==> src/rtl/assert_macros.svh <==
// assertion macros shared by the rtl files
`ifndef ASSERT_MACROS_SVH
`define ASSERT_MACROS_SVH
`define SBT_ASSERT(lbl, prop, msg) \
  lbl: assert property (@(posedge clk_i) disable iff (!rst_ni) prop) else $error(msg);
`define SBT_ASSERT_IMP(lbl, ante, cons, msg) \
  `SBT_ASSERT(lbl, (ante) |-> (cons), msg)
`endif

==> src/rtl/sbt_pkg.sv <==
// types and constants of the stereo blob triangulator
`default_nettype none
package sbt_pkg;
  localparam logic [1:0] ST_OK    = 2'd0;
  localparam logic [1:0] ST_SMALL = 2'd1;
  localparam logic [1:0] ST_ZERO  = 2'd2;

  localparam logic [1:0] REG_MIN_AREA   = 2'd0;
  localparam logic [1:0] REG_FOCAL_Q8   = 2'd1;
  localparam logic [1:0] REG_BASELINE   = 2'd2;
  localparam logic [1:0] REG_ROW_CENTER = 2'd3;

  localparam int unsigned QDEPTH = 2;

  typedef struct packed {
    logic [15:0] min_area;
    logic [15:0] focal_q8;
    logic [15:0] baseline;
    logic [7:0]  row_center;
  } cfg_t;

  typedef struct packed {
    logic [1:0] status;
    logic [8:0] xl;
    logic [8:0] xr;
    logic [7:0] yl;
    logic [7:0] yr;
  } job_t;

  typedef enum logic [2:0] {
    BK_IDLE, BK_ABS, BK_MUL, BK_LOAD, BK_DIV, BK_STORE, BK_DONE
  } bk_state_e;

  typedef enum logic [1:0] {OP_Z, OP_X, OP_Y} op_e;
endpackage
`default_nettype wire

==> src/rtl/sbt_if.sv <==
// blob input and point output channel interfaces
`default_nettype none
interface sbt_blob_if;
  logic       valid;
  logic       ready;
  logic       camera;
  logic       present;
  logic [8:0] blob_x;
  logic [7:0] blob_y;
  logic [8:0] blob_width;
  logic [7:0] blob_height;
  logic       last;
  modport source (output valid, camera, present, blob_x, blob_y, blob_width,
                  blob_height, last, input ready);
  modport sink (input valid, camera, present, blob_x, blob_y, blob_width,
                blob_height, last, output ready);
endinterface

interface sbt_point_if;
  logic               valid;
  logic               ready;
  logic [1:0]         status;
  logic signed [31:0] point_x;
  logic signed [31:0] point_y;
  logic signed [31:0] point_z;
  modport source (output valid, status, point_x, point_y, point_z, input ready);
  modport sink (input valid, status, point_x, point_y, point_z, output ready);
endinterface
`default_nettype wire

==> src/rtl/sbt_front.sv <==
// front end: keeps the largest blob per camera and classifies each frame
`default_nettype none
module sbt_front (
  input  wire logic         clk_i,
  input  wire logic         rst_ni,
  input  wire sbt_pkg::cfg_t cfg_i,
  sbt_blob_if.sink          blob_in,
  input  wire logic         q_full_i,
  output sbt_pkg::job_t     job_o,
  output logic              push_o
);
  import sbt_pkg::*;

  logic [16:0] la_q, la_d, ra_q, ra_d;
  logic [8:0]  lx_q, lx_d, rx_q, rx_d;
  logic [7:0]  ly_q, ly_d, ry_q, ry_d;
  logic [16:0] area;
  logic        acc, close;

  assign blob_in.ready = !q_full_i;
  assign acc   = blob_in.valid && blob_in.ready;
  assign close = acc && blob_in.camera && blob_in.last;
  assign area  = 17'(blob_in.blob_width) * 17'(blob_in.blob_height);

  always_comb begin
    la_d = la_q; lx_d = lx_q; ly_d = ly_q;
    ra_d = ra_q; rx_d = rx_q; ry_d = ry_q;
    if (acc && blob_in.present) begin
      if (!blob_in.camera) begin
        if (area > la_q) begin
          la_d = area; lx_d = blob_in.blob_x; ly_d = blob_in.blob_y;
        end
      end else if (area > ra_q) begin
        ra_d = area; rx_d = blob_in.blob_x; ry_d = blob_in.blob_y;
      end
    end
    job_o.xl = lx_d;
    job_o.xr = rx_d;
    job_o.yl = ly_d;
    job_o.yr = ry_d;
    if (la_d < {1'b0, cfg_i.min_area} || ra_d < {1'b0, cfg_i.min_area}) begin
      job_o.status = ST_SMALL;
    end else if (lx_d == rx_d) begin
      job_o.status = ST_ZERO;
    end else begin
      job_o.status = ST_OK;
    end
    push_o = close;
  end

  always_ff @(posedge clk_i or negedge rst_ni) begin
    if (!rst_ni) begin
      la_q <= '0; lx_q <= '0; ly_q <= '0;
      ra_q <= '0; rx_q <= '0; ry_q <= '0;
    end else if (close) begin
      la_q <= '0; lx_q <= '0; ly_q <= '0;
      ra_q <= '0; rx_q <= '0; ry_q <= '0;
    end else begin
      la_q <= la_d; lx_q <= lx_d; ly_q <= ly_d;
      ra_q <= ra_d; rx_q <= rx_d; ry_q <= ry_d;
    end
  end
endmodule
`default_nettype wire

==> src/rtl/sbt_fifo.sv <==
// short queue of closed frames between front and back
`default_nettype none
`include "assert_macros.svh"
module sbt_fifo (
  input  wire logic          clk_i,
  input  wire logic          rst_ni,
  input  wire logic          push_i,
  input  wire sbt_pkg::job_t job_i,
  input  wire logic          pop_i,
  output sbt_pkg::job_t      job_o,
  output logic               full_o,
  output logic               empty_o
);
  import sbt_pkg::*;

  job_t       mem_q [QDEPTH];
  logic       wp_q, rp_q;
  logic [1:0] cnt_q;

  assign full_o  = cnt_q == 2'(QDEPTH);
  assign empty_o = cnt_q == 2'd0;
  assign job_o   = mem_q[rp_q];

  always_ff @(posedge clk_i) begin
    if (push_i) begin
      mem_q[wp_q] <= job_i;
    end
  end

  always_ff @(posedge clk_i or negedge rst_ni) begin
    if (!rst_ni) begin
      wp_q <= 1'b0; rp_q <= 1'b0; cnt_q <= '0;
    end else begin
      if (push_i) wp_q <= !wp_q;
      if (pop_i) rp_q <= !rp_q;
      if (push_i && !pop_i) cnt_q <= cnt_q + 2'd1;
      else if (pop_i && !push_i) cnt_q <= cnt_q - 2'd1;
    end
  end

  `SBT_ASSERT(a_cnt_bound, cnt_q <= 2'(QDEPTH), "queue count beyond depth")
  `SBT_ASSERT_IMP(a_pop_nonempty, pop_i, cnt_q != 2'd0, "pop from empty queue")
endmodule
`default_nettype wire

==> src/rtl/sbt_back.sv <==
// back end: triangulates one frame with a shared bit-serial divider
`default_nettype none
`include "assert_macros.svh"
module sbt_back #(
  parameter int unsigned FRAC_BITS = 8
) (
  input  wire logic          clk_i,
  input  wire logic          rst_ni,
  input  wire sbt_pkg::cfg_t cfg_i,
  input  wire sbt_pkg::job_t job_i,
  input  wire logic          empty_i,
  output logic               pop_o,
  sbt_point_if.source        point_out
);
  import sbt_pkg::*;

  localparam int unsigned NW = 33 + FRAC_BITS;
  localparam int unsigned CW = $clog2(NW + 1);

  bk_state_e state_q, state_d;
  op_e       op_q;
  logic [CW-1:0] cnt_q;
  job_t      job_q;
  logic [8:0]  ad_q;
  logic        nd_q, nkx_q, nky_q;
  logic [10:0] mx_q;
  logic [8:0]  my_q;
  logic [31:0] fb_q;
  logic [26:0] bmx_q;
  logic [24:0] bmy_q;
  logic [NW-1:0] num_q;
  logic [16:0] den_q, rem_q;
  logic        neg_q;
  logic [31:0] px_q, py_q, pz_q;
  logic        out_vld_q;
  logic [1:0]  out_st_q;
  logic [31:0] out_x_q, out_y_q, out_z_q;
  logic        ld_out;

  logic signed [9:0]  d;
  logic signed [11:0] kx;
  logic signed [10:0] ky;
  logic [10:0] kx_abs;
  logic [8:0]  ky_abs;
  logic [8:0]  d_abs;
  logic [NW-1:0] mag;
  logic [16:0] den;
  logic        neg;
  logic [17:0] r2;
  logic        ge;
  logic [31:0] sat;

  always_comb begin
    d  = $signed({1'b0, job_q.xl}) - $signed({1'b0, job_q.xr});
    kx = $signed(12'({job_q.xl, 1'b0}) + 12'(job_q.xl)) - $signed(12'(job_q.xr));
    ky = $signed(11'(job_q.yl) + 11'(job_q.yr)) - $signed(11'({cfg_i.row_center, 1'b0}));
    d_abs  = d[9] ? 9'(-d) : 9'(d);
    kx_abs = kx[11] ? 11'(-kx) : 11'(kx);
    ky_abs = ky[10] ? 9'(-ky) : 9'(ky);
  end

  always_comb begin
    case (op_q)
      OP_Z: begin
        mag = NW'(fb_q) << FRAC_BITS;
        den = {ad_q, 8'd0};
        neg = !nd_q;
      end
      OP_X: begin
        mag = NW'(bmx_q) << FRAC_BITS;
        den = 17'({ad_q, 1'b0});
        neg = nkx_q == nd_q;
      end
      default: begin
        mag = NW'(bmy_q) << FRAC_BITS;
        den = 17'({ad_q, 1'b0});
        neg = nky_q != nd_q;
      end
    endcase
    r2 = {rem_q, num_q[NW-1]};
    ge = r2 >= {1'b0, den_q};
    if (neg_q) begin
      sat = (num_q > NW'(33'h080000000)) ? 32'h80000000 : 32'(-num_q[31:0]);
    end else begin
      sat = (num_q > NW'(32'h7FFFFFFF)) ? 32'h7FFFFFFF : num_q[31:0];
    end
  end

  always_comb begin
    state_d = state_q;
    unique case (state_q)
      BK_IDLE:  if (!empty_i) state_d = BK_ABS;
      BK_ABS:   state_d = (job_q.status == ST_OK) ? BK_MUL : BK_DONE;
      BK_MUL:   state_d = BK_LOAD;
      BK_LOAD:  state_d = BK_DIV;
      BK_DIV:   if (cnt_q == CW'(1)) state_d = BK_STORE;
      BK_STORE: state_d = (op_q == OP_Y) ? BK_DONE : BK_LOAD;
      BK_DONE:  if (!out_vld_q || point_out.ready) state_d = BK_IDLE;
      default:  state_d = BK_IDLE;
    endcase
  end

  always_comb begin
    pop_o  = (state_q == BK_IDLE) && !empty_i;
    ld_out = (state_q == BK_DONE) && (!out_vld_q || point_out.ready);
  end

  always_ff @(posedge clk_i or negedge rst_ni) begin
    if (!rst_ni) begin
      state_q   <= BK_IDLE;
      op_q      <= OP_Z;
      cnt_q     <= '0;
      out_vld_q <= 1'b0;
    end else begin
      state_q <= state_d;
      if (state_q == BK_MUL) op_q <= OP_Z;
      else if (state_q == BK_STORE) begin
        case (op_q)
          OP_Z:    op_q <= OP_X;
          OP_X:    op_q <= OP_Y;
          default: op_q <= OP_Z;
        endcase
      end
      if (state_q == BK_LOAD) cnt_q <= CW'(NW);
      else if (state_q == BK_DIV) cnt_q <= cnt_q - CW'(1);
      if (ld_out) out_vld_q <= 1'b1;
      else if (point_out.ready) out_vld_q <= 1'b0;
    end
  end

  always_ff @(posedge clk_i) begin
    if (pop_o) job_q <= job_i;
    if (state_q == BK_ABS) begin
      ad_q  <= d_abs;
      nd_q  <= d[9];
      mx_q  <= kx_abs;
      nkx_q <= kx[11];
      my_q  <= ky_abs;
      nky_q <= ky[10];
      px_q  <= '0;
      py_q  <= '0;
      pz_q  <= '0;
    end
    if (state_q == BK_MUL) begin
      fb_q  <= 32'(cfg_i.focal_q8) * 32'(cfg_i.baseline);
      bmx_q <= 27'(cfg_i.baseline) * 27'(mx_q);
      bmy_q <= 25'(cfg_i.baseline) * 25'(my_q);
    end
    if (state_q == BK_LOAD) begin
      num_q <= mag + NW'(den >> 1);
      den_q <= den;
      rem_q <= '0;
      neg_q <= neg;
    end
    if (state_q == BK_DIV) begin
      rem_q <= ge ? 17'(r2 - {1'b0, den_q}) : r2[16:0];
      num_q <= {num_q[NW-2:0], ge};
    end
    if (state_q == BK_STORE) begin
      case (op_q)
        OP_Z:    pz_q <= sat;
        OP_X:    px_q <= sat;
        default: py_q <= sat;
      endcase
    end
    if (ld_out) begin
      out_st_q <= job_q.status;
      out_x_q  <= px_q;
      out_y_q  <= py_q;
      out_z_q  <= pz_q;
    end
  end

  assign point_out.valid   = out_vld_q;
  assign point_out.status  = out_st_q;
  assign point_out.point_x = out_x_q;
  assign point_out.point_y = out_y_q;
  assign point_out.point_z = out_z_q;

  `SBT_ASSERT_IMP(a_div_cnt, state_q == BK_DIV, cnt_q != '0, "divider count ran out")
  `SBT_ASSERT_IMP(a_bad_zero, out_vld_q && out_st_q != ST_OK, out_x_q == '0 && out_y_q == '0 && out_z_q == '0, "invalid point carries coordinates")
endmodule
`default_nettype wire

==> src/rtl/stereo_blob_triangulator_top.sv <==
// top level of the stereo blob triangulator
`default_nettype none
// Blob words are taken one per cycle; blob_in stalls only while two closed frames
// wait in the queue. A frame closes on a camera 1 word with last set and yields one
// point word. The back end works through each closed frame in turn with the
// one-bit-per-cycle divider that the three coordinates share; frames that fail
// the area or disparity check skip the divider.
module stereo_blob_triangulator_top #(
  parameter int unsigned FRAC_BITS = 8
) (
  input  wire logic        clk_i,
  input  wire logic        rst_ni,
  input  wire logic        cfg_we_i,
  input  wire logic [1:0]  cfg_idx_i,
  input  wire logic [15:0] cfg_data_i,
  sbt_blob_if.sink         blob_in,
  sbt_point_if.source      point_out
);
  import sbt_pkg::*;

  cfg_t cfg_q;
  job_t push_job, pop_job;
  logic push, pop, q_full, q_empty;

  always_ff @(posedge clk_i or negedge rst_ni) begin
    if (!rst_ni) begin
      cfg_q.min_area   <= 16'd10;
      cfg_q.focal_q8   <= 16'd717;
      cfg_q.baseline   <= 16'd610;
      cfg_q.row_center <= 8'd100;
    end else if (cfg_we_i) begin
      unique case (cfg_idx_i)
        REG_MIN_AREA:   cfg_q.min_area   <= cfg_data_i;
        REG_FOCAL_Q8:   cfg_q.focal_q8   <= cfg_data_i;
        REG_BASELINE:   cfg_q.baseline   <= cfg_data_i;
        REG_ROW_CENTER: cfg_q.row_center <= cfg_data_i[7:0];
        default: ;
      endcase
    end
  end

  sbt_front u_front (
    .clk_i, .rst_ni, .cfg_i(cfg_q), .blob_in,
    .q_full_i(q_full), .job_o(push_job), .push_o(push)
  );

  sbt_fifo u_fifo (
    .clk_i, .rst_ni, .push_i(push), .job_i(push_job), .pop_i(pop),
    .job_o(pop_job), .full_o(q_full), .empty_o(q_empty)
  );

  sbt_back #(.FRAC_BITS(FRAC_BITS)) u_back (
    .clk_i, .rst_ni, .cfg_i(cfg_q), .job_i(pop_job), .empty_i(q_empty),
    .pop_o(pop), .point_out
  );
endmodule
`default_nettype wire
==> src/flat_wrapper.sv <==
// flat-port wrapper written by rule: the top's interface ports become plain ports
module stereo_blob_triangulator_top_flat import sbt_pkg::*;
#(
  parameter int unsigned FRAC_BITS = 8
)
  (clk_i, rst_ni, cfg_we_i, cfg_idx_i, cfg_data_i, blob_in_valid, blob_in_camera, blob_in_present, blob_in_blob_x, blob_in_blob_y, blob_in_blob_width, blob_in_blob_height, blob_in_last, blob_in_ready, point_out_valid, point_out_status, point_out_point_x, point_out_point_y, point_out_point_z, point_out_ready);
  sbt_blob_if blob_in_i ();
  sbt_point_if point_out_i ();
  input  wire logic clk_i;
  input  wire logic rst_ni;
  input  wire logic cfg_we_i;
  input  wire logic [1:0] cfg_idx_i;
  input  wire logic [15:0] cfg_data_i;
  input wire logic [$bits(blob_in_i.valid)-1:0] blob_in_valid;
  input wire logic [$bits(blob_in_i.camera)-1:0] blob_in_camera;
  input wire logic [$bits(blob_in_i.present)-1:0] blob_in_present;
  input wire logic [$bits(blob_in_i.blob_x)-1:0] blob_in_blob_x;
  input wire logic [$bits(blob_in_i.blob_y)-1:0] blob_in_blob_y;
  input wire logic [$bits(blob_in_i.blob_width)-1:0] blob_in_blob_width;
  input wire logic [$bits(blob_in_i.blob_height)-1:0] blob_in_blob_height;
  input wire logic [$bits(blob_in_i.last)-1:0] blob_in_last;
  output wire logic [$bits(blob_in_i.ready)-1:0] blob_in_ready;
  output wire logic [$bits(point_out_i.valid)-1:0] point_out_valid;
  output wire logic [$bits(point_out_i.status)-1:0] point_out_status;
  output wire logic [$bits(point_out_i.point_x)-1:0] point_out_point_x;
  output wire logic [$bits(point_out_i.point_y)-1:0] point_out_point_y;
  output wire logic [$bits(point_out_i.point_z)-1:0] point_out_point_z;
  input wire logic [$bits(point_out_i.ready)-1:0] point_out_ready;
  assign blob_in_i.valid = blob_in_valid;
  assign blob_in_i.camera = blob_in_camera;
  assign blob_in_i.present = blob_in_present;
  assign blob_in_i.blob_x = blob_in_blob_x;
  assign blob_in_i.blob_y = blob_in_blob_y;
  assign blob_in_i.blob_width = blob_in_blob_width;
  assign blob_in_i.blob_height = blob_in_blob_height;
  assign blob_in_i.last = blob_in_last;
  assign blob_in_ready = blob_in_i.ready;
  assign point_out_valid = point_out_i.valid;
  assign point_out_status = point_out_i.status;
  assign point_out_point_x = point_out_i.point_x;
  assign point_out_point_y = point_out_i.point_y;
  assign point_out_point_z = point_out_i.point_z;
  assign point_out_i.ready = point_out_ready;
  stereo_blob_triangulator_top #(.FRAC_BITS(FRAC_BITS)) u_core (.clk_i(clk_i), .rst_ni(rst_ni), .cfg_we_i(cfg_we_i), .cfg_idx_i(cfg_idx_i), .cfg_data_i(cfg_data_i), .blob_in(blob_in_i), .point_out(point_out_i));
endmodule
==> config.mk <==
export PLATFORM = sky130hd
export DESIGN_NAME = stereo_blob_triangulator_top_flat
export DESIGN_NICKNAME = d
export VERILOG_FILES = /design/src/rtl/sbt_pkg.sv /design/src/rtl/sbt_if.sv /design/src/rtl/sbt_front.sv /design/src/rtl/sbt_fifo.sv /design/src/rtl/sbt_back.sv /design/src/rtl/stereo_blob_triangulator_top.sv /design/src/flat_wrapper.sv
export VERILOG_INCLUDE_DIRS = /design/src /design/src/rtl
export SDC_FILE = /design/constraint.sdc
export NUM_CORES = 2
export LEC_CHECK = 0
export BUFFER_PORTS_ARGS = -buffer_cell sky130_fd_sc_hd__buf_4
export CAP_MARGIN = 20
export CORE_MARGIN = 2
export CORE_UTILIZATION = 40
export CTS_CLUSTER_DIAMETER = 50
export DETAILED_ROUTE_END_ITERATION = 6
export REMOVE_ABC_BUFFERS = 1
export SLEW_MARGIN = 20
export SYNTH_ARGS = -nofsm -noshare
export SYNTH_HDL_FRONTEND = slang
export SYNTH_SLANG_ARGS = --single-unit
==> constraint.sdc <==
create_clock -name clk_i -period 11.01 [get_ports clk_i]
set_input_delay 1.6515 -clock clk_i [delete_from_list [all_inputs] [get_ports clk_i]]
set_output_delay 1.6515 -clock clk_i [all_outputs]
set_load 0.02 [all_outputs]
==> metrics.cfg <==
[status]
status=finished, final reports clean

[synth]
ys.flop_type=edfxtp_1
yosysSeqAreaShare=0.351
synth_simple_gate_area_share=0.148
syn_inst=4834
synth_async_sr_flop_share=0.222
synth_top_family_by_area=adder cells
synth-xor-area-share=0.0320
syn_area_um2=49300
syn-mean-instance-area_um2=10.2
synth_compound_area_frac=0.0749
synth.distinct_cells=81
synthAdderAreaFrac=0.289
synth-edff-count=396
yosysWarnings=0
ys_seq_elements=632
muxShareOfSynthArea=0.0357

[clock_network]
clock-root-buffer=clkbuf_16
ctsHoldBuffers=0
post_cts_buffers=0
cts_buffer_depth=3
htreeDepth=3
clk_pin_slew_ps=60
worstSkewPairLatency_ps=660
numCtsBuffers=78
ctsResizeCount=0
tritoncts=yes
clkSinkCount=632

[finish]
nets=5835
synthToLayoutAreaGrowth_pct=11.3
drive_gt1_frac=0.102
nFillCells=11600
diodes=0
final_core_util=0.450

[worst_setup_path]
path_class=input pin to flop
cp_top_family=compound AO/OA/AOI/OAI gates
critPathMaxStageDelay_ps=670
arrival_ps=9850
worstPathRequired_ps=11410
end_kind=flop
crit_slowest_cell=clkinv_1
path_buf_inv=4
crit_fanout=25
cp-start-kind=input pin

[grt]
grt_pass1_wl_mm=193
grt_pass1_vias=34800
grt.busiest_layer=met2
antenna_found_initial=4
grt_max_degree=82
grt_util_all_layers=0.192
grt_overflow=0
grtUsageMet3=0.0251
met1_usage=0.269
grt_use_met2=0.316

[floorplan]
die-area_um2=126000
initial_core_util=0.404
die_w_um=355
rows=128
io_pins=160
core_um2=122000
fp.dieH_um=355

[sta]
relSlewSlack=0.255
clock_skew_ps=33.6
fmaxAchievable_mhz=106
final_max_slew_viol_count=0
tightest_slew_ps=1110
period_needed_ps=9450
grt_setup_unrepaired=no
hold_viol=0
setup_viol=0
finalCritPeriodShare=0.859

[detailed_routing]
vias=33900
drt_iter0_markers=2232
drc=0
drtPass1Iterations=5
vias_per_cell=5.13
routedWlPerCell_um=18.0
drtAntennaViolNets=0
wl_mm=119

[flow_run]
maxCapViolCount=0

[placed_design]
port_buffers=159
dpl.hpwl_mm=87.1
routabilityCongestion=0.868

[min_path]
hp-class=flop to flop

==> Yosys cell counts (96+ instances only) <==
| cell type | count | share of area |
|---|---|---|
| nand3_1 | 121 | 0.012 |
| nand2_1 | 655 | 0.050 |
| dfrtp_1 | 125 | 0.063 |
| a21oi_1 | 147 | 0.015 |
| edfxtp_1 | 396 | 0.24 |
| mux2_2 | 102 | 0.023 |
| fa_1 | 479 | 0.19 |
| xnor2_1 | 123 | 0.022 |
| inv_1 | 696 | 0.053 |
| dfxtp_1 | 96 | 0.039 |
| and2_1 | 335 | 0.042 |
| o21ai_0 | 183 | 0.019 |
| clkbuf_1 | 184 | 0.014 |
| nor2_1 | 177 | 0.013 |
| ha_1 | 374 | 0.095 |
==> registers in the layout, indices dropped and copies added (netlist names), 36 cells and up <==
name,flops
u_core.cfg_q,56
u_core.u_back.job_q,36
u_core.u_back.num_q,41
u_core.u_fifo.mem_q,72
==> per-stage QoR <==
stage	hold slack, ps	cells	setup TNS (ps)	area [um2]	setup slack, ps
after floorplan	408	4633	-2310	48500	-664
after global placement	413	6464	0	52200	1070
final	423	6613	0	54900	1560
after detailed placement	414	6465	0	52200	937
after global routing	433	6613	0	54900	967
after CTS	418	6611	0	54800	1560
==> final timing paths <==
check | endpoint | slack, ps | cells past startpoint | start
min in group asynchronous | u_core.u_front.la_q[3]$_DFF_PN0_ | 1000 | 1 | rst_ni
max in group asynchronous | u_core.u_back.op_q[0]$_DFFE_PN0P_ | 8890 | 3 | rst_ni
min | u_core.u_back.point_out.point_z[7]$_DFFE_PP_ | 420 | 0 | u_core.u_back.pz_q[7]$_DFF_P_
max reg2reg | u_core.u_back.fb_q[31]$_DFFE_PP_ | 3030 | 23 | u_core.cfg_q[13]$_DFFE_PN1P_
max | u_core.u_fifo.mem_q[0][35]$_DFFE_PP_ | 1560 | 33 | blob_in_blob_width[1]
min reg2reg | u_core.u_back.point_out.point_z[7]$_DFFE_PP_ | 420 | 0 | u_core.u_back.pz_q[7]$_DFF_P_
==> per-layer routing <==
layer  up-vias  wire (um)
met3       159       5250
li1      16000          -
met5         -          0
met1     17000      55000
met2       723      55800
met4         0       2650
==> cells by family after synthesis <==
family | Yosys count
xor+xnor | 180
compound gates | 586
simple gates | 1522
mux | 163
flops | 632
buf+inv | 898
fa+ha+maj | 853
==> layout make-up <==
type,count,area (um2),share of cell area
Multi-Input combinational cell,3304,28700,0.522
Sequential cell,632,17300,0.316
Inverter,697,2620,0.0477
Clock buffer,94,2080,0.0380
Tap cell,1625,2030,0.0370
Timing Repair Buffer,209,1620,0.0295
Clock inverter,52,537,0.00978
==> cell usage in the layout, fill, tap and decap left out, types with 50 or more instances in the layout <==
cell type / netlist / routed
xnor2_1: 123 / 123
o21ai_0: 183 / 182
inv_1: 696 / 695
mux2_2: 102 / 102
nor2_1: 177 / 174
a21oi_1: 147 / 146
dfxtp_1: 96 / 96
nand2_1: 655 / 654
nor3_1: 50 / 50
buf_4: 2 / 205
ha_1: 374 / 374
and2_1: 335 / 335
fa_1: 479 / 479
xor2_1: 57 / 57
nand3_1: 121 / 119
clkbuf_16: 0 / 79
mux2i_1: 61 / 61
edfxtp_1: 396 / 396
dfrtp_1: 125 / 124
Power is left out: the tool's default activity adds up to more than one toggle a clock period on the data nets, which glitch-free logic cannot reach.
